===== src/design/chmp_pkg.sv =====
// ----------------------------------------------------------------------------
// chmp_pkg: shared types and constants of the cache hit/miss predictor
// Holds parameter defaults, register indexes, item mode codes, the controller
// state type and the configuration bundle passed to the index hash.
// ----------------------------------------------------------------------------
`timescale 1ns / 1ps
`default_nettype none

package chmp_pkg;

  // Parameter defaults
  localparam int unsigned DEF_INDEX_BITS   = 10;
  localparam int unsigned DEF_COUNTER_BITS = 2;

  // Configuration port geometry
  localparam int unsigned CFG_INDEX_W = 4;
  localparam int unsigned CFG_DATA_W  = 2;

  // Register indexes
  localparam logic [CFG_INDEX_W-1:0] REG_WORD_SHIFT = 4'd0;
  localparam logic [CFG_INDEX_W-1:0] REG_FOLD_INDEX = 4'd1;

  // Register reset values
  localparam logic [1:0] WORD_SHIFT_RST = 2'd2;
  localparam logic       FOLD_INDEX_RST = 1'b0;

  // Item mode codes
  localparam logic MODE_PREDICT = 1'b0;
  localparam logic MODE_COMMIT  = 1'b1;

  // Controller states
  typedef enum logic [1:0] {
    ST_CLEAR,
    ST_IDLE,
    ST_EXEC
  } chmp_state_t;

  // Configuration bundle
  typedef struct packed {
    logic [1:0] word_shift;
    logic       fold_index;
  } chmp_cfg_t;

endpackage

`default_nettype wire


===== src/design/chmp_index.sv =====
// ----------------------------------------------------------------------------
// chmp_index: table index hash
// Shifts the instruction address, XORs in the thread id and either keeps the
// low index bits or XOR-folds the whole 64-bit word into index-wide chunks.
// ----------------------------------------------------------------------------
`timescale 1ns / 1ps
`default_nettype none

module chmp_index
  import chmp_pkg::*;
#(
  parameter int unsigned INDEX_BITS = DEF_INDEX_BITS
) (
  input  chmp_cfg_t               cfg,
  input  logic [63:0]             pc_address,
  input  logic [7:0]              thread_id,
  output logic [INDEX_BITS-1:0]   index
);

  localparam int unsigned NumChunks = (64 + INDEX_BITS - 1) / INDEX_BITS;
  localparam int unsigned PadW      = NumChunks * INDEX_BITS;

  logic [63:0]           word;
  logic [PadW-1:0]       padded;
  logic [INDEX_BITS-1:0] folded;

  // Hash address and thread, then fold or mask
  always_comb begin
    word   = (pc_address >> cfg.word_shift) ^ {56'd0, thread_id};
    padded = PadW'(word);
    folded = '0;
    for (int c = 0; c < NumChunks; c++) begin
      folded = folded ^ padded[c*INDEX_BITS +: INDEX_BITS];
    end
    index = cfg.fold_index ? folded : word[INDEX_BITS-1:0];
  end

endmodule

`default_nettype wire


===== src/design/counter_hit_miss_predictor.sv =====
// ----------------------------------------------------------------------------
// counter_hit_miss_predictor: saturating-counter cache hit/miss predictor
// Table of 2^INDEX_BITS counters in one synchronous memory, indexed by a
// hash of instruction address and thread id.
// ----------------------------------------------------------------------------
// Usage:
//   Input channel (in_valid/in_ready) takes one item: a predict lookup
//   (in_mode = 0) or a commit update (in_mode = 1) with its outcome in
//   in_was_hit. A predict item gives one result on the output channel
//   (out_valid/out_ready, out_predict_hit); a commit item gives none.
//   Items are handled one at a time: the accept cycle issues the memory read,
//   then the registered counter is used to answer or to write the updated
//   counter back. in_ready stays low until that read-modify-write is done, so
//   a new item is not taken while one is in execution; a predict result is
//   formed from the counter in rd_data_r and then held in the output register.
//   Reset: rst_n is synchronous, active low. After reset the block runs a
//   clearing pass that writes the midpoint into all 2^INDEX_BITS counters;
//   in_ready stays low meanwhile.
//   Configuration writes (cfg_wr_en) are taken in any cycle.
//   Stall: a result waits in the output register until out_ready; a predict
//   item that finds it still occupied holds the block until it drains.
// ----------------------------------------------------------------------------
`timescale 1ns / 1ps
`default_nettype none

module counter_hit_miss_predictor
  import chmp_pkg::*;
#(
  parameter int unsigned INDEX_BITS   = DEF_INDEX_BITS,
  parameter int unsigned COUNTER_BITS = DEF_COUNTER_BITS
) (
  input  logic                   clk,
  input  logic                   rst_n,
  // configuration port
  input  logic                   cfg_wr_en,
  input  logic [CFG_INDEX_W-1:0] cfg_index,
  input  logic [CFG_DATA_W-1:0]  cfg_wdata,
  // input channel
  input  logic                   in_valid,
  output logic                   in_ready,
  input  logic                   in_mode,
  input  logic [63:0]            in_pc_address,
  input  logic [7:0]             in_thread_id,
  input  logic                   in_was_hit,
  // result channel
  output logic                   out_valid,
  input  logic                   out_ready,
  output logic                   out_predict_hit
);

  localparam int unsigned Depth = 1 << INDEX_BITS;
  localparam logic [COUNTER_BITS-1:0] CtrMax = '1;
  localparam logic [COUNTER_BITS-1:0] CtrMid = COUNTER_BITS'(1 << (COUNTER_BITS - 1));
  localparam logic [COUNTER_BITS:0]   MissStep = (COUNTER_BITS + 1)'(2);

  chmp_state_t             state_r, state_nxt;
  chmp_cfg_t               cfg_r, cfg_nxt;
  logic [INDEX_BITS-1:0]   clr_cnt_r, clr_cnt_nxt;
  logic [INDEX_BITS-1:0]   in_idx;
  logic [INDEX_BITS-1:0]   idx_r;
  logic                    mode_r;
  logic                    was_hit_r;
  logic [COUNTER_BITS-1:0] rd_data_r;
  logic                    out_valid_r, out_valid_nxt;
  logic                    out_hit_r;

  logic                    accept;
  logic                    out_free;
  logic                    rd_en;
  logic                    mem_we;
  logic [INDEX_BITS-1:0]   mem_wa;
  logic [COUNTER_BITS-1:0] mem_wd;
  logic [COUNTER_BITS-1:0] ctr_upd;
  logic                    load_out;

  logic [COUNTER_BITS-1:0] mem [Depth];

  // Index hash
  chmp_index #(
    .INDEX_BITS (INDEX_BITS)
  ) u_index (
    .cfg        (cfg_r),
    .pc_address (in_pc_address),
    .thread_id  (in_thread_id),
    .index      (in_idx)
  );

  assign accept   = in_valid && in_ready;
  assign out_free = !out_valid_r || out_ready;

  // Decode configuration writes; drop unknown indexes
  always_comb begin
    cfg_nxt = cfg_r;
    if (cfg_wr_en) begin
      unique case (cfg_index)
        REG_WORD_SHIFT: cfg_nxt.word_shift = cfg_wdata[1:0];
        REG_FOLD_INDEX: cfg_nxt.fold_index = cfg_wdata[0];
        default: ;
      endcase
    end
  end

  // Next state
  always_comb begin
    state_nxt = state_r;
    unique case (state_r)
      ST_CLEAR: if (clr_cnt_r == '1) state_nxt = ST_IDLE;
      ST_IDLE:  if (in_valid) state_nxt = ST_EXEC;
      ST_EXEC: begin
        if (mode_r == MODE_COMMIT || out_free) state_nxt = ST_IDLE;
      end
      default: state_nxt = ST_CLEAR;
    endcase
  end

  // Saturating counter update
  always_comb begin
    if (was_hit_r) begin
      ctr_upd = (rd_data_r != CtrMax) ? rd_data_r + COUNTER_BITS'(1) : rd_data_r;
    end else begin
      ctr_upd = ({1'b0, rd_data_r} >= MissStep) ?
                rd_data_r - MissStep[COUNTER_BITS-1:0] : '0;
    end
  end

  // Controller outputs
  always_comb begin
    in_ready    = 1'b0;
    rd_en       = 1'b0;
    mem_we      = 1'b0;
    mem_wa      = idx_r;
    mem_wd      = ctr_upd;
    load_out    = 1'b0;
    clr_cnt_nxt = clr_cnt_r;
    unique case (state_r)
      ST_CLEAR: begin
        mem_we      = 1'b1;
        mem_wa      = clr_cnt_r;
        mem_wd      = CtrMid;
        clr_cnt_nxt = clr_cnt_r + INDEX_BITS'(1);
      end
      ST_IDLE: begin
        in_ready = 1'b1;
        rd_en    = in_valid;
      end
      ST_EXEC: begin
        mem_we   = (mode_r == MODE_COMMIT);
        load_out = (mode_r == MODE_PREDICT) && out_free;
      end
      default: ;
    endcase
  end

  // Output register handshake
  always_comb begin
    out_valid_nxt = out_valid_r;
    if (out_ready) out_valid_nxt = 1'b0;
    if (load_out) out_valid_nxt = 1'b1;
  end

  // Control registers
  always_ff @(posedge clk) begin
    if (!rst_n) begin
      state_r     <= ST_CLEAR;
      clr_cnt_r   <= '0;
      cfg_r       <= '{word_shift: WORD_SHIFT_RST, fold_index: FOLD_INDEX_RST};
      out_valid_r <= 1'b0;
    end else begin
      state_r     <= state_nxt;
      clr_cnt_r   <= clr_cnt_nxt;
      cfg_r       <= cfg_nxt;
      out_valid_r <= out_valid_nxt;
    end
  end

  // Hold item payload and result
  always_ff @(posedge clk) begin
    if (accept) begin
      idx_r     <= in_idx;
      mode_r    <= in_mode;
      was_hit_r <= in_was_hit;
    end
    if (load_out) begin
      out_hit_r <= (rd_data_r >= CtrMid);
    end
  end

  // Counter memory: one write port, one registered read port
  always_ff @(posedge clk) begin
    if (mem_we) begin
      mem[mem_wa] <= mem_wd;
    end
    if (rd_en) begin
      rd_data_r <= mem[in_idx];
    end
  end

  assign out_valid       = out_valid_r;
  assign out_predict_hit = out_hit_r;

  // Clearing pass keeps the input closed
  a_clear_blocks_input: assert property (@(posedge clk) disable iff (!rst_n)
    (state_r == ST_CLEAR) |-> !in_ready)
    else $error("item accepted during clearing pass");

  // Clearing pass does not end early
  a_clear_runs_full: assert property (@(posedge clk) disable iff (!rst_n)
    (state_r == ST_CLEAR && clr_cnt_r != '1) |=> (state_r == ST_CLEAR))
    else $error("clearing pass ended before the last entry");

  // Accepted item goes to execution next cycle
  a_accept_to_exec: assert property (@(posedge clk) disable iff (!rst_n)
    accept |=> (state_r == ST_EXEC))
    else $error("accepted item did not enter execution");

  // Only a predict item raises a result
  a_result_from_predict: assert property (@(posedge clk) disable iff (!rst_n)
    $rose(out_valid_r) |-> $past(state_r == ST_EXEC && mode_r == MODE_PREDICT))
    else $error("result raised without a predict item");

endmodule

`default_nettype wire


===== config.mk =====
export PLATFORM = sky130hd
export DESIGN_NAME = counter_hit_miss_predictor
export DESIGN_NICKNAME = d
export VERILOG_FILES = /design/src/design/chmp_pkg.sv /design/src/design/chmp_index.sv /design/src/design/counter_hit_miss_predictor.sv
export SDC_FILE = /design/constraint.sdc
export NUM_CORES = 2
export LEC_CHECK = 0
export ABC_CLOCK_PERIOD_IN_PS = 31100
export BUFFER_PORTS_ARGS = -buffer_cell sky130_fd_sc_hd__clkbuf_2
export CAP_MARGIN = 20
export CORE_MARGIN = 3
export CORE_UTILIZATION = 45
export DETAILED_ROUTE_END_ITERATION = 12
export SETUP_SLACK_MARGIN = 0.4
export SYNTH_ARGS = -nofsm -noshare
export SYNTH_HDL_FRONTEND = slang
export SYNTH_HIERARCHICAL = 1
export SYNTH_SLANG_ARGS = --single-unit

===== constraint.sdc =====
create_clock -name clk -period 31.1 [get_ports clk]
set_input_delay 9.33 -clock clk [delete_from_list [all_inputs] [get_ports clk]]
set_output_delay 9.33 -clock clk [all_outputs]
set_load 0.005 [all_outputs]

Word level (Yosys, flattened, before mapping)

Memory sizes are Yosys's and may differ from the RTL's. A register that Yosys moved wholly into a read port is not among the register bits.
Index checks and enable logic that the tools add are counted.

Input bits: 85
Bits in writable memories: 2048
Logic and storage cells: 61
Memories kept: 1
Flip-flop bits (word level): 29

Shift operators: 1
Add/sub/neg operators: 3
Magnitude comparators: 2
Reductions and logical operators: 11
Muxes and demuxes: 18
Bitwise logic cells: 8
Equality and inequality tests: 8

Memory list:

| memory | words | bits a word | rd ports | clocked after memory_dff | write ports | line                             | source |
|---|---|---|---|---|---|---|---|
| mem    | 1024  | 2           | 1        | 1                        | 1           | counter_hit_miss_predictor.sv:76 | `logic [COUNTER_BITS-1:0] mem [Depth];` |

Operator list:

| cell                                                      | number |
|---|---|
| >> shifter 64 x 2 -> 64 bit                               | 1 |
| bitwise XOR 64 x 8 -> 64 bit                              | 1 |
| bitwise XOR 10 bit                                        | 5 |
| 2-to-1 mux 10 bit                                         | 2 |
| 2-to-1 mux 2 bit                                          | 7 |
| adder 10 x 1 -> 10 bit (second input constant)            | 1 |
| == test 10 bit (second input constant)                    | 1 |
| bitwise XOR 10 x 4 -> 10 bit                              | 1 |
| != test 2 bit (second input constant)                     | 4 |
| 2-to-1 mux 1 bit                                          | 7 |
| one-hot mux 2 bit (3 select lines)                        | 1 |
| == test 4 x 1 -> 1 bit (second input constant)            | 1 |
| greater-or-equal comparator 2 bit (second input constant) | 2 |
| zero test 4 bit                                           | 1 |
| AND reduction 2 bit                                       | 2 |
| AND reduction 3 bit                                       | 1 |
| adder 2 x 1 -> 2 bit (second input constant)              | 1 |
| == test 2 x 1 -> 1 bit (second input constant)            | 1 |
| == test 2 bit (second input constant)                     | 1 |
| logical AND 1 bit                                         | 2 |
| zero test 2 bit                                           | 1 |
| logical OR 1 bit                                          | 2 |
| one-hot mux 1 bit (2 select lines)                        | 1 |
| nonzero test 2 bit                                        | 1 |
| other kinds (3)                                           | 3 |

Logic depth before layout (Yosys ltp)

Depth after elaboration: 9
Mapped depth: 23
Gate-level depth less buffers: 14

Hierarchy

The synthesis kept the hierarchy.

By module, submodules not included:

| module                     | instances | cells an instance | sequential area each (µm²) | area an instance (µm²) |
|---|---|---|---|---|
| counter_hit_miss_predictor | 1         | 4951              | 62269.7                    | 84788.8 |
| chmp_index                 | 1         | 181               | 0.0                        | 1861.8 |

Worst setup path after synthesis

Ideal clock, no wire load.

Path kind: register to register
From: reg state_r[0]
To: mem mem[0][0] (netlist name), data pin
Clock period less this slack: 29.201 ns
Stages on the path, launching flop included: 4
Setup slack: 1.899 ns
Data arrival time: 24.236 ns
Buffers on the path: 1
Cell sequence: dfxtp_1 > nor2_1 > clkbuf_1 > nor2_1

Longest elaborated chain between the ends: 2

Ends and longest elaborated chain:

| what                   | line                              | source |
|---|---|---|
| start, declared        | counter_hit_miss_predictor.sv:56  | `chmp_state_t state_r, state_nxt;` |
| start signal, assigned | counter_hit_miss_predictor.sv:169 | `state_r <= state_nxt;` |
| zero test 2 bit        | counter_hit_miss_predictor.sv:135 | `unique case (state_r)` |
| 2-to-1 mux 2 bit       | counter_hit_miss_predictor.sv:135 |  |
| via mem_wd[0]          | counter_hit_miss_predictor.sv:72  | `logic [COUNTER_BITS-1:0] mem_wd;` |
| end, declared          | counter_hit_miss_predictor.sv:76  |  |

The timed path passes the listed nets, and every way through them passes these cells.

Worst setup path after layout

From: in in_pc_address[41]
To: reg rd_data_r[1] (read register of mem), data pin

Longest elaborated chain between the ends: 9

Ends and longest elaborated chain:

| what                             | line                             | source |
|---|---|---|
| start, declared                  | counter_hit_miss_predictor.sv:42 | `input logic [63:0] in_pc_address,` |
| >> shifter 64 x 2 -> 64 bit *    | chmp_index.sv:29                 | `word = (pc_address >> cfg.word_shift) ^ {56'd0, thread_id};` |
| bitwise XOR 64 x 8 -> 64 bit *   | chmp_index.sv:29                 |  |
| bitwise XOR 10 bit (5 in series) | chmp_index.sv:33                 | `folded = folded ^ padded[c*INDEX_BITS +: INDEX_BITS];` |
| bitwise XOR 10 x 4 -> 10 bit     | chmp_index.sv:33                 |  |
| 2-to-1 mux 10 bit *              | chmp_index.sv:35                 | `index = cfg.fold_index ? folded : word[INDEX_BITS-1:0];` |
| via in_idx[0]                    | counter_hit_miss_predictor.sv:59 | `logic [INDEX_BITS-1:0] in_idx;` |
| end, declared                    | counter_hit_miss_predictor.sv:63 | `logic [COUNTER_BITS-1:0] rd_data_r;` |

Mark *: on every way through the listed nets, which the timed path passes. The rest lies on a longest branch.
A chain may end at the register's enable or synchronous reset.

==> metrics.cfg <==
[placement]
finalWeightedCongestion = 0.804
post-dp-hpwl_um = 136000
post-place-ws_ns = 14.34
portBuffers = 87

[final_layout]
layout-drive-gt1-share_pct = 19.0
final_cell_mix = edfxtp_1, nor2_1, mux4_2
num-fill-cells = 15600
layout_commonest_cell = edfxtp_1
syn_to_final_growth_pct = 11.0
nets = 5241

[floorplanning]
die_y_um = 445
core_mm2 = 0.191
die_area_mm2 = 0.198
initial_core_util_pct = 45.4
ios = 88
rows = 160
die_w_um = 445

[worst_hold_path]
whs_path_depth = 2
worstHoldStart = clr_cnt_r[1]$_SDFFE_PN0P_
hold_end = clr_cnt_r[1]$_SDFFE_PN0P_
min_path_type = reg2reg

[synthesis]
synth_ff_type = edfxtp_1
ys_types = 72
synth_seq_cells = 2079
async_flop_share_pct = 0
yosysTopAreaCellShare_pct = 71.5
yosysTopAreaCell = edfxtp_1
syn-num-nets = 5218
yosysWarnings = 6
synth_area_mm2 = 0.0867
ys_seq_area_share_pct = 71.9
synth_area_leaders = edfxtp_1, mux4_2, nor2_1, mux2i_1, clkbuf_1
synthCells = 5132
synth-edff-count = 2063
syn_area_per_cell_um2 = 16.9

[clock_network]
cts_sinks = 2079
clk_pin_slew_ns = 0.06
holdBufCountCts = 0
root_buffer = clkbuf_16
cts_buffers = 201
insertion_delay_ns = 0.83
cts_tree = yes
cts_setup_buffers = 0
clk_path_buf_depth = 3
cts_max_level = 4
cts_resized = 0

[power_and_ir_drop]
power_switching_uw = 1380
power_switching_share_pct = 23.1
p_int_uw = 4590
p_leak_uw = 0.0296
combPwrFrac_pct = 9.3
clockPowerShare_pct = 39.8
power_uw = 5970
ir_drop_mv = 0.0485
seqPwrFrac_pct = 50.8
powerDensity_mw_per_mm2 = 62.0

[global_routing]
overflow = 0
first_global_vias = 48600
grt_max_degree = 240
antenna_found_initial = 17
grt_usage_pct = 24.5
grt_pass1_wl_um = 349000

[critical_path]
cp-end-kind = flip-flop
rr_worst_depth = 20
crit_type = in2reg
crit_fanout = 100
reg2reg_to = rd_data_r[1]$_DFFE_PP_
startpoint = in_pc_address[41]
start_kind = primary input
timing.rr.start = cfg_r[1]$_SDFFE_PN0P_
arrival_ns = 16.38
reg2reg_slack_ns = 22.89
cp_data_required_time_ns = 31.67

[drt]
first_iter_violations = 6200
viasPerCell = 6.16
antenna_left = 0
first_pass_iters = 7
wl_um = 244000
vias = 48200
drc = 0
route.detailed.wl_per_inst_um = 31.2

[timing]
worst_pin_slew_ns = 1.21
worst_slack_ns = 15.29
tns_ns = 0
finalHoldViolCount = 0
rsz0062_at_grt = false
finalCritPeriodShare_pct = 50.8
slew_headroom_pct = 19.3
fin_worst_skew_ns = 0.0275
final_period_minus_worst_setup_slack_ns = 15.81
setup_viol = 0
fmax_ghz = 0.0632
slew_violations = 0

[run]
drv_cap = 0

[outcome]
status = completed

==> per-stage QoR <==
step | std cells | instance area [um2] | utilization, % | hold WS, ns
after CTS | 7826 | 96200 | 50.4 | 0.533
final | 7828 | 96200 | 50.4 | 0.534
after detailed placement | 7462 | 89900 | 47.1 | 0.525
after global placement | 7452 | 89600 | 47.0 | 0.504
after floorplan | 5132 | 86700 | - | 0.436
after global routing | 7828 | 96200 | 50.4 | 0.576
==> critical path: stages <==
cell      delay, ns
clkbuf_2       0.14
xor2_1         0.17
mux4_2         0.47
nand2b_1       0.15
mux2i_1        0.25
xnor2_2        0.14
buf_4          0.62
buf_12         0.65
buf_4          0.72
buf_12         0.62
buf_4          0.73
mux4_2         0.58
a22o_1         0.25
a221oi_1       0.20
o22ai_1        0.10
nor4_1         0.48
nor3_1         0.19
a32oi_1        0.23
o211ai_1       0.12
==> logic make-up (layout without fill, tap and decap cells) <==
logic type	after synthesis	count (layout)	synth area share [%]
xor gates and xnor gates	94	94	1.03
buffers and inverters	412	596	2.37
adders and majority gates	1	1	0.0144
and+or+nand+nor	1402	1402	6.55
DFF	2079	2079	71.9
muxes	699	699	14.6
AOI/OAI and AO/OA	445	445	3.57
other	0	1	0
==> cell usage after synthesis (4+ instances only) <==
cell type  count
o221ai_1      75
nand3b_1      10
nand2_1      146
xnor3_1        4
nor2_1      1082
o21ai_0       47
o211ai_1       9
buf_6         37
nand4_1        9
nor2b_1       19
a2111oi_0      4
o21a_1         7
nor3_1        19
mux2_2         9
a31oi_1       10
or3_1          7
and3_1         7
a22o_1        13
o31ai_1        5
o22ai_1       48
buf_1         46
inv_1          8
buf_2         36
buf_4         34
mux2i_1      240
and2_1        23
a221oi_1      14
dfxtp_1       16
nand3_1       37
nand2b_1      12
nor4_1        11
xnor2_1       57
edfxtp_1    2063
xor2_1        32
clkbuf_1     244
a211oi_1      12
nor3b_1        4
a21oi_1       87
a22oi_1       90
mux4_2       447
==> state kept, by name, indices dropped and copies added (netlist names) <==
signal / cells
idx_r: 10
clr_cnt_r: 10
mem: 2048
mode_r: 1
cfg_r: 3
out_predict_hit: 1
out_valid: 1
was_hit_r: 1
state_r: 2
rd_data_r: 2
==> how the worst max path moves through the flow <==
stage / to
floorplan: mem[0][0]$_DFFE_PP_
global placement: rd_data_r[1]$_DFFE_PP_
detailed placement: rd_data_r[0]$_DFFE_PP_
CTS: rd_data_r[0]$_DFFE_PP_
global route: rd_data_r[0]$_DFFE_PP_
finish: rd_data_r[1]$_DFFE_PP_
==> layer usage <==
layer	GRT usage [%]	part of all wire (%)	vias to the layer above
li1	-	-	20100
met1	34.0	40	25500
met2	40.0	49	2183
met3	4.46	8.7	380
met4	7.21	3.0	6
met5	0	0.019	-
==> power groups by stage <==
stage          Combinational (uW)  Clock (uW)  Sequential, uW
3_3_place_gp                  555           0            3090
5_1_grt                       585        2520            3030
4_1_cts                       558        2410            3030
2_1_floorplan                 375           0            3090
3_5_place_dp                  556           0            3090
6_report                      558        2380            3030
==> cell type report <==
class                   instances  area [um2]  share of cell area (%)
flip-flops and latches       2079       62300                    64.7
multi-input cells            2641       22700                    23.6
clock buffers                 251        5350                    5.56
well taps                    2511        3140                    3.27
repair buffers                221        1740                    1.81
clock inverters               113         948                   0.986
inverters                      11        41.3                  0.0429
diodes                          1        2.50                 0.00260
No activity file was read; power rests on OpenSTA's default activity.
